<file path="config.mk">
export PLATFORM = sky130hd
export DESIGN_NAME = utf8_stream_decoder
export DESIGN_NICKNAME = d
export VERILOG_FILES = /design/src/design/u8sd_pkg.sv /design/src/design/utf8_stream_decoder.sv /design/src/design/u8sd_in_reg.sv /design/src/design/u8sd_core.sv
export SDC_FILE = /design/constraint.sdc
export NUM_CORES = 1
export LEC_CHECK = 0
export BUFFER_PORTS_ARGS = -buffer_cell sky130_fd_sc_hd__buf_4
export CORE_ASPECT_RATIO = 0.75
export CORE_MARGIN = 2
export CORE_UTILIZATION = 35
export CTS_BUF_LIST = sky130_fd_sc_hd__clkbuf_4 sky130_fd_sc_hd__clkbuf_8 sky130_fd_sc_hd__clkbuf_16
export DETAILED_ROUTE_END_ITERATION = 6
export PLACE_DENSITY = 0.6
export SLEW_MARGIN = 25
export SYNTH_ARGS = -nofsm -noshare
export SYNTH_HDL_FRONTEND = slang
export SYNTH_SLANG_ARGS = --single-unit
</file>
<file path="constraint.sdc">
create_clock -name clk_i -period 8.7 [get_ports clk_i]
set_clock_uncertainty 0.05 [all_clocks]
set_input_delay 2.175 -clock clk_i [delete_from_list [all_inputs] [get_ports clk_i]]
set_output_delay 2.175 -clock clk_i [all_outputs]
set_load 0.1 [all_outputs]
</file>
<file path="src/design/u8sd_pkg.sv">
// Shared types, codes and lead-byte decode functions for the UTF-8 stream decoder.
// No dependencies; imported by every module of the block.
package u8sd_pkg;

  localparam int unsigned BYTE_W     = 8;
  localparam int unsigned CP_W       = 31;
  localparam int unsigned LEN_W      = 3;
  localparam int unsigned TOTAL_W    = 16;
  localparam int unsigned CONT_BITS  = 6;
  localparam int unsigned OUT_DATA_W = 56;

  // Lead length codes: terminator, single byte, invalid lead
  localparam logic [LEN_W-1:0] LEN_END = 3'd0;
  localparam logic [LEN_W-1:0] LEN_ONE = 3'd1;
  localparam logic [LEN_W-1:0] LEN_BAD = 3'd7;

  typedef enum logic [1:0] {
    ST_CHAR     = 2'd0,
    ST_BAD_LEAD = 2'd1,
    ST_END      = 2'd2
  } status_e;

  typedef struct packed {
    logic [CP_W-1:0]    code_point;
    logic [LEN_W-1:0]   seq_len;
    status_e            status;
    logic [TOTAL_W-1:0] char_total;
  } result_t;

  // Sequence length selected by a lead byte
  function automatic logic [LEN_W-1:0] lead_len(input logic [BYTE_W-1:0] b);
    logic [LEN_W-1:0] n;
    if (b == '0)     n = LEN_END;
    else if (!b[7])  n = LEN_ONE;
    else if (!b[6])  n = LEN_BAD;
    else if (!b[5])  n = 3'd2;
    else if (!b[4])  n = 3'd3;
    else if (!b[3])  n = 3'd4;
    else if (!b[2])  n = 3'd5;
    else if (!b[1])  n = 3'd6;
    else             n = LEN_BAD;
    return n;
  endfunction

  // Payload bits of a lead byte once the length marker is masked off
  function automatic logic [6:0] lead_bits(input logic [BYTE_W-1:0] b,
                                           input logic [LEN_W-1:0] n);
    logic [6:0] m;
    case (n)
      3'd1:    m = 7'h7F;
      3'd2:    m = 7'h1F;
      3'd3:    m = 7'h0F;
      3'd4:    m = 7'h07;
      3'd5:    m = 7'h03;
      default: m = 7'h01;
    endcase
    return b[6:0] & m;
  endfunction

endpackage

</file>
<file path="src/design/utf8_stream_decoder.sv">
// UTF-8 stream decoder (original up-to-six-byte form), top level with result register.
// Depends on u8sd_pkg, u8sd_in_reg and u8sd_core.
//
// Usage:
//   Slave side takes one raw string byte per beat on s_axis_tdata. Master side
//   gives at most one result per byte: a decoded character, an invalid lead
//   byte report, or an end-of-string report carrying the character count.
//   Bytes in the middle of a character give no beat.
//   Path: an accepted byte waits in the input register, then its outcome
//   loads the result register, which drives m_axis; a stall on m_axis can
//   keep the byte waiting in the input register in between.
//   Throughput: one byte per cycle while m_axis_tready stays high; the decode
//   of each byte is a lead-length lookup, a six-bit shift-in and a count bump.
//   Stall: when the receiver holds m_axis_tready low the result register holds,
//   and s_axis_tready drops as soon as the input register holds a byte.
//   Reset: clears the valid flags of both registers, the partial character and
//   the count; the block is ready for bytes as soon as reset is released.
//   COUNT_WIDTH sets the saturating character counter; the reported total
//   saturates at 65535, or at the counter's limit when COUNT_WIDTH is below 16.
module utf8_stream_decoder
  import u8sd_pkg::*;
#(
  parameter int unsigned COUNT_WIDTH = 16
) (
  input  logic                  clk_i,
  input  logic                  rst_ni,
  input  logic                  s_axis_tvalid,
  output logic                  s_axis_tready,
  input  logic [BYTE_W-1:0]     s_axis_tdata,  // [7:0] byte_in
  output logic                  m_axis_tvalid,
  input  logic                  m_axis_tready,
  // [30:0] code_point, [33:31] seq_len, [49:34] char_total, [55:50] zero
  output logic [OUT_DATA_W-1:0] m_axis_tdata,
  output logic [1:0]            m_axis_tuser   // [1:0] status
);

  logic              held_valid;
  logic [BYTE_W-1:0] held_byte;
  logic              take;
  logic              out_free;
  logic              res_valid;
  result_t           res;
  logic              out_valid_q;
  result_t           out_q;

  // Consume the held byte when the result register can take its outcome
  assign out_free = !out_valid_q || m_axis_tready;
  assign take     = held_valid && out_free;

  u8sd_in_reg u_in_reg (
    .clk_i        (clk_i),
    .rst_ni       (rst_ni),
    .in_valid_i   (s_axis_tvalid),
    .in_ready_o   (s_axis_tready),
    .in_byte_i    (s_axis_tdata),
    .take_i       (take),
    .held_valid_o (held_valid),
    .held_byte_o  (held_byte)
  );

  u8sd_core #(
    .COUNT_WIDTH (COUNT_WIDTH)
  ) u_core (
    .clk_i       (clk_i),
    .rst_ni      (rst_ni),
    .take_i      (take),
    .byte_i      (held_byte),
    .res_valid_o (res_valid),
    .res_o       (res)
  );

  // Result register: load on a consume that gives a result, drop when the beat is taken
  always_ff @(posedge clk_i or negedge rst_ni) begin
    if (!rst_ni) begin
      out_valid_q <= 1'b0;
    end else if (out_free) begin
      out_valid_q <= take && res_valid;
    end
  end

  always_ff @(posedge clk_i) begin
    if (take && res_valid) begin
      out_q <= res;
    end
  end

  assign m_axis_tvalid = out_valid_q;
  assign m_axis_tdata  = {{(OUT_DATA_W-CP_W-LEN_W-TOTAL_W){1'b0}},
                          out_q.char_total, out_q.seq_len, out_q.code_point};
  assign m_axis_tuser  = out_q.status;

  // Input side stalls only while a byte is held and cannot move on
  assert property (@(posedge clk_i) disable iff (!rst_ni)
    !s_axis_tready |-> (held_valid && !take))
    else $error("input stalled without a blocked held byte");

  // Non-character results carry no code point and no length
  assert property (@(posedge clk_i) disable iff (!rst_ni)
    (m_axis_tvalid && out_q.status != ST_CHAR) |->
      (out_q.code_point == '0 && out_q.seq_len == '0))
    else $error("error or end result carries character data");

  // A decoded character has a length of one to six bytes and no total
  assert property (@(posedge clk_i) disable iff (!rst_ni)
    (m_axis_tvalid && out_q.status == ST_CHAR) |->
      (out_q.seq_len != LEN_END && out_q.seq_len != LEN_BAD && out_q.char_total == '0))
    else $error("decoded character with bad length or stray total");

  // A byte consumed with the result register blocked would be lost
  assert property (@(posedge clk_i) disable iff (!rst_ni)
    take |-> out_free)
    else $error("byte consumed while result register is blocked");

endmodule

</file>
<file path="src/design/u8sd_in_reg.sv">
// Input register stage of the UTF-8 stream decoder: holds one accepted byte.
// Depends on u8sd_pkg.
module u8sd_in_reg
  import u8sd_pkg::*;
(
  input  logic              clk_i,
  input  logic              rst_ni,
  input  logic              in_valid_i,
  output logic              in_ready_o,
  input  logic [BYTE_W-1:0] in_byte_i,
  input  logic              take_i,
  output logic              held_valid_o,
  output logic [BYTE_W-1:0] held_byte_o
);

  logic              valid_q;
  logic [BYTE_W-1:0] byte_q;

  // Accept a new beat when empty or when the held byte moves on this cycle
  assign in_ready_o = !valid_q || take_i;

  always_ff @(posedge clk_i or negedge rst_ni) begin
    if (!rst_ni) begin
      valid_q <= 1'b0;
    end else if (in_ready_o) begin
      valid_q <= in_valid_i;
    end
  end

  always_ff @(posedge clk_i) begin
    if (in_ready_o && in_valid_i) begin
      byte_q <= in_byte_i;
    end
  end

  assign held_valid_o = valid_q;
  assign held_byte_o  = byte_q;

endmodule

</file>
<file path="src/design/u8sd_core.sv">
// Decode state and per-byte decode logic of the UTF-8 stream decoder.
// Depends on u8sd_pkg.
module u8sd_core
  import u8sd_pkg::*;
#(
  parameter int unsigned COUNT_WIDTH = 16
) (
  input  logic              clk_i,
  input  logic              rst_ni,
  input  logic              take_i,
  input  logic [BYTE_W-1:0] byte_i,
  output logic              res_valid_o,
  output result_t           res_o
);

  localparam int unsigned EXT_W = (COUNT_WIDTH > TOTAL_W) ? COUNT_WIDTH : TOTAL_W;

  logic [LEN_W-1:0]       bytes_left_q, bytes_left_d;
  logic [LEN_W-1:0]       cur_len_q, cur_len_d;
  logic [CP_W-1:0]        accum_q, accum_d;
  logic [COUNT_WIDTH-1:0] char_count_q, char_count_d;

  logic [COUNT_WIDTH-1:0] count_bumped;
  logic [EXT_W-1:0]       count_ext;
  logic [TOTAL_W-1:0]     total_sat;
  logic [LEN_W-1:0]       lead_n;
  logic [6:0]             lead_payload;

  // Saturating count and its clamp to the total field
  assign count_bumped = (char_count_q == '1) ? char_count_q : char_count_q + 1'b1;
  assign count_ext    = EXT_W'(char_count_q);
  assign total_sat    = (count_ext > EXT_W'({TOTAL_W{1'b1}})) ? '1 : count_ext[TOTAL_W-1:0];
  assign lead_n       = lead_len(byte_i);
  assign lead_payload = lead_bits(byte_i, lead_n);

  // Decode one byte against the current state
  always_comb begin
    bytes_left_d = bytes_left_q;
    cur_len_d    = cur_len_q;
    accum_d      = accum_q;
    char_count_d = char_count_q;
    res_valid_o  = 1'b0;
    res_o        = '0;
    if (bytes_left_q != '0) begin
      accum_d      = {accum_q[CP_W-CONT_BITS-1:0], byte_i[CONT_BITS-1:0]};
      bytes_left_d = bytes_left_q - 1'b1;
      if (bytes_left_d == '0) begin
        char_count_d     = count_bumped;
        res_valid_o      = 1'b1;
        res_o.code_point = accum_d;
        res_o.seq_len    = cur_len_q;
        res_o.status     = ST_CHAR;
      end
    end else begin
      case (lead_n)
        LEN_END: begin
          res_valid_o      = 1'b1;
          res_o.status     = ST_END;
          res_o.char_total = total_sat;
          char_count_d     = '0;
        end
        LEN_BAD: begin
          res_valid_o  = 1'b1;
          res_o.status = ST_BAD_LEAD;
        end
        LEN_ONE: begin
          char_count_d     = count_bumped;
          res_valid_o      = 1'b1;
          res_o.code_point = {{(CP_W-7){1'b0}}, lead_payload};
          res_o.seq_len    = LEN_ONE;
          res_o.status     = ST_CHAR;
        end
        default: begin
          accum_d      = {{(CP_W-7){1'b0}}, lead_payload};
          cur_len_d    = lead_n;
          bytes_left_d = lead_n - 1'b1;
        end
      endcase
    end
  end

  // Advance state only when the byte is consumed
  always_ff @(posedge clk_i or negedge rst_ni) begin
    if (!rst_ni) begin
      bytes_left_q <= '0;
      cur_len_q    <= '0;
      accum_q      <= '0;
      char_count_q <= '0;
    end else if (take_i) begin
      bytes_left_q <= bytes_left_d;
      cur_len_q    <= cur_len_d;
      accum_q      <= accum_d;
      char_count_q <= char_count_d;
    end
  end

endmodule
</file>
==> results of run 1 <==
==> power by group through the flow <==
stage	clock network [mW]	logic, mW	registers (mW)
after floorplan	0	0.270	1.10
after global placement	0	0.744	0.777
after detailed placement	0	0.755	0.782
after CTS	0.433	0.756	0.772
after global routing	0.453	0.799	0.787
final	0.420	0.752	0.769
==> cell usage in the layout (no fill, tap or decap), drive strengths merged, types with 8 or more instances in the layout <==
cell type,count
dfrtp,49
nand2,22
a21boi,8
nor2,17
a22o,19
nand3,10
edfxtp,60
buf,69
clkbuf,9
and2,54
o21ai,20
inv,11
ha,9
==> flip-flops by register name, indices dropped and copies added (netlist names) <==
register	cells
u_core.cur_len_q	3
u_core.bytes_left_q	3
u_in_reg.held_valid_o	1
u_core.accum_q	25
u_core.char_count_q	16
m_axis_tdata	50
u_in_reg.held_byte_o	8
m_axis_tvalid	1
m_axis_tuser	2
==> stage by stage <==
stage          hold WS, ns  worst slack, ns  power (mW)  std cells
2_1_floorplan        0.414             3.21        1.37        383
3_3_place_gp         0.429             3.72        1.52        602
3_5_place_dp         0.437             3.69        1.54        602
4_1_cts              0.458             3.69        1.96        618
5_1_grt              0.474             3.66        2.04        618
6_report             0.452             3.69        1.94        618
==> path summary, 6_finish.rpt <==
check                                   startpoint                      to  slack [ns]  cells past startpoint
setup / recovery                     m_axis_tready           s_axis_tready        3.69                      4
hold / removal                  u_core.accum_q[20]      u_core.accum_q[20]        0.45                      1
setup reg to reg           u_in_reg.held_byte_o[2]        m_axis_tdata[13]        4.92                     10
hold reg to reg                 u_core.accum_q[20]      u_core.accum_q[20]        0.45                      1
max in group asynchronous                   rst_ni     u_core.cur_len_q[2]        6.36                      1
min in group asynchronous                   rst_ni  u_core.char_count_q[9]        1.81                      1
==> per-layer routing <==
layer	routed length [µm]	part of all wire, %
met1	4730	51
met2	4010	43
met3	456	4.9
met4	95	1.0
met5	0	0
==> worst reg2reg max path, delay by kind of cell (launching register included) <==
| kind | cells | cell delay, ns |
|---|---|---|
| AO/OA/AOI/OAI | 6 | 1.59 |
| adder cells (fa/ha/maj) | 1 | 0.45 |
| buffers and inverters | 1 | 0.50 |
| AND/OR/NAND/NOR | 2 | 0.38 |
| flip-flops | 1 | 0.45 |
==> synth_stat cells (2+ instances only) <==
cell      instances
o21a_1            2
nand4_1           4
and3_1            2
nor3_1            5
nand2b_1          4
inv_1             7
clkbuf_1          7
a22o_1           19
o21ai_0          19
o31ai_1           4
a21o_1            4
nand2_1          22
nor4_1            3
o22a_1            4
and2_1           53
buf_2             5
a31oi_1           4
nor2_1           17
nor2b_1           3
nor4b_1           2
or4_1             3
dfrtp_1          49
or3_1             4
buf_4             9
a21boi_0          2
a221o_1           2
mux2_2            3
nand4b_1          2
a32oi_1           2
o211ai_2          2
a211oi_1          2
edfxtp_1         60
ha_1              9
a21oi_1           6
xnor2_1           2
nand3_1          10
a21boi_1          5
==> cell type report <==
| class | instances | share of cell area, % |
|---|---|---|
| multi-input combinational | 246 | 28.4 |
| timing repair buffer | 69 | 9.05 |
| inverter | 7 | 0.459 |
| tap | 171 | 3.74 |
| clock buffer | 9 | 3.94 |
| sequential | 109 | 52.9 |
| clock inverter | 7 | 1.51 |
==> kinds of logic after synthesis <==
| kind of cell | share of synthesized area, % |
|---|---|
| and+or+nand+nor | 15.9 |
| DFF | 63.5 |
| AOI/OAI and AO/OA | 13.8 |
| buffers and inverters | 3.04 |
| adders and majority gates | 2.36 |
| muxes | 0.918 |
| xor gates and xnor gates | 0.367 |
| other | 0.0786 |
==> impl_metrics.csv, run 1 <==
group,metric,value,unit
outcome,status,"finished clean",
setup_path,cp_top_family,"buffers and inverters",
synth,yosysTopAreaCell,"edfxtp_1",
synth,syn_inst,378,
power_and_ir_drop,p_sw,0.831,mW
synth,yosysTopAreaCellShare,37.8,%
cts,cts_tree,"yes",
setup_path,cpPeakStageDelay,0.25,ns
global_routing,grt_use_total,12.9,%
timing,period_needed,5.01,ns
finish,nNetsFinal,463,
global_routing,grt_pass1_wl,15100,µm
floorplanning,io_pins,72,
cts,clockBufferDepth,2,
setup_path,crit_required,6.48,ns
cts,h-tree-depth,3,
setup_path,cp_slowest_cell,"buf_4",
drt,dr.first_iter.drc_count,227,
placed_design,postPlaceCellArea,5410,µm²
power_and_ir_drop,peakVddDrop,188,µV
timing,hold_violations,0,
power_and_ir_drop,switching_share,42.8,%
global_routing,use_met1,19.4,%
power_and_ir_drop,power.density,339,nW/µm²
cts,cts_sinks,109,
power_and_ir_drop,power.leakage,2.37,nW
power_and_ir_drop,p_clk_share,21.6,%
global_routing,grt_start_max_net_pins,50,
cts,post-cts-setup-buffers,0,
synth,synth_edf_count,60,
drt,ant_nets,0,
finish,multi_input_area,1630,µm²
timing,rsz0062_at_grt,"no",
power_and_ir_drop,p_seq_share,39.6,%
floorplanning,die_area,14600,µm²
cts,clk_latency,0.34,ns
finish,area_growth,20.0,%
floorplanning,fp.dieH,105,µm
setup_path,critical_path_class,"input pin to output port",
setup_path,crit_path_start_kind,"input pin",
floorplanning,die_x,139,µm
cts,cts-root-buf,"clkbuf_16",
cts,clkTransAtPathRegs,0.07,ns
drt,drt_first_pass_iters,4,
synth,ys_async_sr_fraction,45.0,%
synth,ys_seq_area_share,63.5,%
finish,final_core_util,43.5,%
finish,fin_area,5720,µm²
power_and_ir_drop,p_int,1.11,mW
floorplanning,num_rows,36,
global_routing,overflow,0,
timing,fmax,200,MHz
cts,ctsHoldBuffers,0,
timing,slew_headroom,41.2,%
setup_path,setup.worst_path.end_class,"output port",
synth,yosys_warnings,0,
timing,setup-violations-final,0,
floorplanning,initial_core_util,36.3,%
cts,cts_buffers,9,
timing,maxSlewViolCount,0,
floorplanning,core-area,13200,µm²
drt,avgViaCountPerCell,5.03,
drt,routed_wl,9300,µm
drt,drc,0,
finish,layout-drive-gt1-share,21.0,%
global_routing,grt_pass1_vias,2921,
synth,synth_area_per_cell,12.6,µm²
setup_path,timing.critical_path.buf_inv,2,
global_routing,met3_usage,3.25,%
global_routing,busiest_layer,"met1",
synth,synth_area_leaders,"edfxtp_1 (38%), dfrtp_1 (26%), and2_1 (7.0%)",
power_and_ir_drop,combPwrFrac,38.7,%
synth,syn_area,4770,µm²
synth,synth_seq_cells,109,
setup_path,crit_chain,"buf_4 -> nor2b_1 -> nand2_1 -> buf_4",
finish,fillers,1241,
drt,wl_per_cell,15.0,µm
finish,regArea,3030,µm²
setup_path,arrival,2.78,ns
finish,diodes,0,
placed_design,dp_hpwl,6400,µm
synth,synth_cell_types,53,
timing,finalCritPeriodShare,57.6,%
global_routing,antenna_found_initial,0,
setup_path,critPathMaxFanout,3,
synth,ys.flop_type,"edfxtp_1",
setup_path,cpMostUsedCell,"buf_4",
placed_design,port_buffers,65,
cts,ctsResizeCount,0,
timing,tightest_slew,0.882,ns
drt,num_vias,3108,
placed_design,place_congestion,0.816,
hold_path,hp-class,"flip-flop to flip-flop",
timing,setup_tns,0,ns
global_routing,met2_usage,18.4,%
flow_run,maxCapViolCount,0,
No activity file was read; power rests on OpenSTA's default activity.
==> run 2: changes to the inputs <==
Settings changed: ABC_AREA from default to 1.
Clock period 8.7 ns to 5 ns, I/O delays scaled along.
==> run 2 against run 1 <==
Worst setup slack worse by 1.8 ns. Power rose by 81%. Routed wire length up 9.5%. Critical path depth grew 6. Sequential power grew 70%. Critical path type is now flip-flop to flip-flop. Largest cell class unchanged.
==> impl_metrics.csv, run 2 <==
group,metric,value,unit
outcome,status,"finished clean",
setup_path,cpPeakStageDelay,0.52,ns
timing,fmax,321,MHz
global_routing,met2_usage,19.6,%
cts,clockBufferDepth,2,
global_routing,use_met1,22.2,%
floorplanning,die_x,142,µm
drt,wl_per_cell,13.7,µm
global_routing,grt_pass1_wl,17200,µm
synth,yosys_warnings,0,
hold_path,hp-class,"flip-flop to flip-flop",
setup_path,r2r_setup_slack,1.89,ns
power_and_ir_drop,power.leakage,2.58,nW
synth,synthTopCellsByCount,"nand2_1 (96), nor2_1 (68), inv_1 (67)",
setup_path,cp_slowest_cell,"buf_4",
drt,dr.first_iter.drc_count,251,
global_routing,grt_use_total,14.3,%
synth,synth.most_common_cell,"nand2_1",
finish,diodes,0,
cts,cts-root-buf,"clkbuf_16",
timing,tightest_slew,0.660,ns
power_and_ir_drop,p_total,3.51,mW
placed_design,placedCellCount,728,
timing,period_needed,3.11,ns
global_routing,grt_pass1_vias,3440,
drt,num_vias,3528,
finish,final_cell_mix,"nand2_1 (96), nor2_1 (68), inv_1 (67)",
setup_path,crit_path_start_kind,"flip-flop",
cts,clk_latency,0.35,ns
global_routing,overflow,0,
finish,fillers,1327,
drt,drt_first_pass_iters,5,
setup_path,crit-reg2reg-launch,"u_core.bytes_left_q[0]",
finish,stdcell_count,744,
cts,ctsResizeCount,0,
setup_path,crit_required,4.94,ns
setup_path,critical_path_class,"flip-flop to flip-flop",
synth,yosysTopAreaCellShare,35.9,%
cts,cts_tree,"yes",
synth,synth_edf_count,60,
timing,maxSlewViolCount,0,
cts,cts_sinks,109,
drt,avgViaCountPerCell,4.74,
placed_design,dp_hpwl,7350,µm
cts,clkTransAtPathRegs,0.07,ns
timing,setup_tns,0,ns
synth,ys_async_sr_fraction,45.0,%
synth,synth_cell_types,35,
setup_path,critPathMaxFanout,52,
synth,synth_seq_cells,109,
drt,routed_wl,10200,µm
timing,slew_headroom,56.0,%
floorplanning,die_area,15300,µm²
drt,drc,0,
cts,post-cts-setup-buffers,0,
cts,cts_buffers,9,
setup_path,cp-startpoint,"u_core.bytes_left_q[0]",
global_routing,antenna_found_initial,0,
timing,finalCritPeriodShare,62.2,%
global_routing,met3_usage,3.34,%
setup_path,cp_top_family,"buffers and inverters",
cts,h-tree-depth,3,
power_and_ir_drop,power.density,592,nW/µm²
synth,ys.flop_type,"edfxtp_1",
flow_run,maxCapViolCount,0,
setup_path,crit_chain,"inv_1 -> ha_1 -> nand2_8 -> inv_6 -> nor2_4 -> nand2_2 -> a21oi_4 -> inv_4 -> o21ai_4 -> buf_4",
floorplanning,io_pins,72,
cts,ctsHoldBuffers,0,
setup_path,setup.worst_path.end_class,"flip-flop",
timing,hold_violations,0,
power_and_ir_drop,peakVddDrop,218,µV
global_routing,grt_start_max_net_pins,53,
placed_design,place_congestion,0.892,
floorplanning,num_rows,37,
placed_design,port_buffers,65,
setup_path,timing.critical_path.buf_inv,4,
finish,area_growth,18.3,%
timing,rsz0062_at_grt,"no",
floorplanning,fp.dieH,108,µm
finish,layout-drive-gt1-share,19.3,%
synth,syn_inst,502,
finish,final_common_cell,"nand2_1",
finish,largest_reg_flops,50,
drt,ant_nets,0,
setup_path,arrival,3.05,ns
finish,nNetsFinal,585,
floorplanning,core-area,13800,µm²
timing,setup-violations-final,0,
timing,hold_slack,0.441,ns
synth,synth_area_per_cell,9.99,µm²
synth,synth_area_leaders,"edfxtp_1 (36%), dfrtp_1 (24%), nand2_1 (7.2%)",
hold_path,hp-start,"u_core.accum_q[1]",
global_routing,busiest_layer,"met1",
synth,ys_seq_area_share,60.4,%
floorplanning,initial_core_util,36.2,%
synth,syn_area,5020,µm²
synth,yosysTopAreaCell,"edfxtp_1",
==> run 2: changes by cell type in the layout (fill, tap and decap cells not counted), moves of 17 or more <==
cell,previous run,this run
a22o_1,19,0
and2_1,53,0
inv_1,7,67
nand2_1,22,96
nor2_1,17,68
o21ai_1,1,18
o22ai_1,1,21
==> run 2: worst reg2reg max path, cell delays in order, from the launching register on <==
cell and delay (ns):
dfrtp_1 0.38, inv_1 0.08, ha_1 0.26, nand2_8 0.17, inv_6 0.08, nor2_4 0.12, nand2_2 0.35, a21oi_4 0.41
inv_4 0.19, o21ai_4 0.09, buf_4 0.52
==> run 2: layer usage <==
metal  wire [µm]  share of wire (%)
met1        5130                 50
met2        4230                 42
met3         669                6.6
met4         150                1.5
met5           0                  0
==> run 2: cell families (layout without fill, tap and decap cells) <==
family                   after synthesis  count (layout)  share of synthesized area [%]
buffers and inverters                 93             155                           8.41
XOR/XNOR                               5               5                          0.873
AND/OR/NAND/NOR                      207             207                           18.4
adder cells (fa/ha/maj)                9               9                           2.24
flip-flops                           109             109                           60.4
AO/OA/AOI/OAI                         78              78                           9.68
other                                  1               6                         0.0748
==> run 2: stage by stage <==
stage	cell area [µm²]	utilization [%]	setup slack, ns
final	5930	42.9	1.89
after global routing	5930	42.9	1.61
after CTS	5930	42.9	1.86
after detailed placement	5620	40.6	1.78
after global placement	5620	40.6	1.84
after floorplan	5030	-	0.624
==> run 2: area by class of cell <==
cell class / count / area (µm²) / share of cell area (%)
Sequential cell: 109 / 3030 / 51.0
Tap cell: 175 / 219 / 3.69
Timing Repair Buffer: 66 / 495 / 8.35
Clock buffer: 9 / 225 / 3.80
Inverter: 73 / 282 / 4.75
Clock inverter: 7 / 86.3 / 1.46
Multi-Input combinational cell: 305 / 1600 / 26.9
==> run 2: final timing paths <==
path                                               end  cells after the start
worst max-delay path                  m_axis_tdata[36]                     10
min in group asynchronous       u_core.char_count_q[1]                      1
worst min register to register       u_core.accum_q[1]                      2
worst max register to register        m_axis_tdata[36]                     10
worst min-delay path                 u_core.accum_q[1]                      2
max in group asynchronous           u_core.accum_q[18]                      1
==> run 2: power breakdown <==
group,leakage (nW),switching [mW],internal [mW],total (mW)
logic,1.21,1.17,0.306,1.48
clock network,0.151,0.356,0.360,0.716
registers,1.22,0.0950,1.22,1.31
==> run 3: changes to the inputs <==
Settings changed: PLACE_DENSITY 0.6 to 0.62.
Clock period 5 ns to 2.8 ns, I/O delays scaled along.
==> run 3 against run 2 <==
Worst setup slack worse by 1.6 ns. Critical path depth unchanged. Power up 81%. Die area stayed put. Largest power group unchanged. Combinational power up 86%. Critical endpoint is now u_core.accum_q[9]. Core utilization rose by 0.47 points. Non-clock buffer count rose by 5. Global-route usage grew 0.82 points. First-iteration DRC count shrank 0.80%.
==> impl_metrics.csv, run 3 (synthesis gave the netlist of run 2 again) <==
group,metric,value,unit
power_and_ir_drop,power.density,1060,nW/µm²
floorplanning,num_rows,37,
placed_design,place_congestion,0.869,
cts,cts_tree,"yes",
setup_path,crit_chain,"nand2_2 -> inv_1 -> a31oi_2 -> inv_1 -> ha_1 -> o211ai_4 -> nand3_2 -> inv_2 -> buf_12 -> o22ai_1",
timing,slew_headroom,55.3,%
floorplanning,die_x,142,µm
floorplanning,core-area,13800,µm²
global_routing,grt_start_max_net_pins,50,
global_routing,grt_pass1_wl,18000,µm
hold_path,hp-class,"input pin to asynchronous set/reset pin",
timing,setup-violations-final,0,
setup_path,cpMostUsedCell,"inv_1",
power_and_ir_drop,p_int,3.41,mW
finish,area_growth,19.6,%
finish,nNetsFinal,590,
timing,setup_tns,0,ns
drt,wl_per_cell,14.5,µm
cts,clk_latency,0.35,ns
drt,drc,0,
drt,drt_first_pass_iters,5,
power_and_ir_drop,peakVddDrop,421,µV
drt,avgViaCountPerCell,4.77,
setup_path,cp_slowest_cell,"edfxtp_1",
setup_path,crit_path_start_kind,"flip-flop",
power_and_ir_drop,p_seq_share,36.9,%
timing,rsz0062_at_grt,"no",
setup_path,critical_path_class,"flip-flop to flip-flop",
finish,layout-drive-gt1-share,20.2,%
timing,worst_slack,0.244,ns
cts,cts-root-buf,"clkbuf_16",
setup_path,cpPeakStageDelay,0.50,ns
finish,regArea,3030,µm²
power_and_ir_drop,combPwrFrac,43.2,%
setup_path,crit_required,2.95,ns
outcome,status,"finished clean",
timing,fmax,391,MHz
power_and_ir_drop,p_sw,2.94,mW
drt,ant_nets,0,
global_routing,overflow,0,
flow_run,maxCapViolCount,0,
setup_path,timing.critical_path.buf_inv,4,
setup_path,critPathMaxFanout,26,
timing,maxSlewViolCount,0,
power_and_ir_drop,power.leakage,2.61,nW
finish,largest_reg_flops,50,
setup_path,r2r_setup_slack,0.24,ns
global_routing,antenna_found_initial,0,
cts,clockBufferDepth,2,
finish,multi_input_area,1610,µm²
power_and_ir_drop,p_clk_share,19.9,%
timing,tightest_slew,0.669,ns
finish,final_cell_mix,"nand2_1 (96), buf_4 (69), nor2_1 (68)",
cts,cts_buffers,9,
cts,h-tree-depth,3,
global_routing,grt_pass1_vias,3437,
finish,diodes,0,
setup_path,cp_top_family,"compound AO/OA/AOI/OAI gates",
timing,finalCritPeriodShare,91.3,%
drt,dr.first_iter.drc_count,249,
finish,fillers,1331,
floorplanning,io_pins,72,
setup_path,setup.worst_path.end_class,"flip-flop",
timing,period_needed,2.56,ns
finish,final_common_cell,"nand2_1",
floorplanning,die_area,15300,µm²
timing,hold_violations,0,
global_routing,grt_use_total,15.2,%
placed_design,port_buffers,65,
cts,cts_sinks,109,
drt,num_vias,3571,
floorplanning,initial_core_util,36.2,%
placed_design,dp_hpwl,7870,µm
setup_path,arrival,2.71,ns
drt,routed_wl,10800,µm
placed_design,preCtsSetupSlack,0.136,ns
floorplanning,fp.dieH,108,µm
cts,clkTransAtPathRegs,0.08,ns
power_and_ir_drop,switching_share,46.3,%
[run 3: per-layer routing]
layer	track usage, %	share of wire (%)
met5	0	0
met4	4.50	1.2
met2	21.4	41
met1	23.6	52
met3	2.76	6.0
[run 3: through the flow]
step	power [mW]	hold WS [ns]	utilization, %	instances	cell area, µm²
after floorplan	4.53	0.354	-	507	5050
after global placement	5.09	0.426	41.1	733	5680
after detailed placement	5.13	0.430	41.1	733	5680
after CTS	6.41	0.342	43.2	749	5990
after global routing	6.72	0.374	43.3	749	6000
final	6.36	0.319	43.3	749	6000
[run 3: path summary, 6_finish.rpt]
path,from,to,cells after the start
max in group asynchronous,rst_ni,u_core.accum_q[7],1
worst max register to register,u_in_reg.held_byte_o[5],u_core.accum_q[9],10
min in group clk_i,u_core.accum_q[0],u_core.accum_q[0],2
worst max-delay path,u_in_reg.held_byte_o[5],u_core.accum_q[9],10
worst min-delay path,rst_ni,u_core.char_count_q[5],1
worst min register to register,u_core.accum_q[0],u_core.accum_q[0],2
[run 3: repair_timing]
item / CTS / global route
setup endpoints to repair: 0 / 69
hold buffers: 0 / 0
buffers inserted: 0 / 0
hold endpoints to repair: 0 / 0
resized for setup: 0 / 2
[run 3: area by class of cell]
cell class | count | area share [%]
clock buffers | 9 | 3.76
multi-input cells | 305 | 26.8
clock inverters | 7 | 1.29
well taps | 175 | 3.65
repair buffers | 71 | 9.31
flip-flops and latches | 109 | 50.5
inverters | 73 | 4.69
[run 3: power groups by stage]
stage               clock [mW]  sequential [mW]  combinational (mW)
finish                    1.27             2.34                2.75
global route              1.36             2.39                2.96
CTS                       1.30             2.35                2.76
detailed placement           0             2.38                2.75
global placement             0             2.37                2.72
floorplan                    0             3.41                1.13
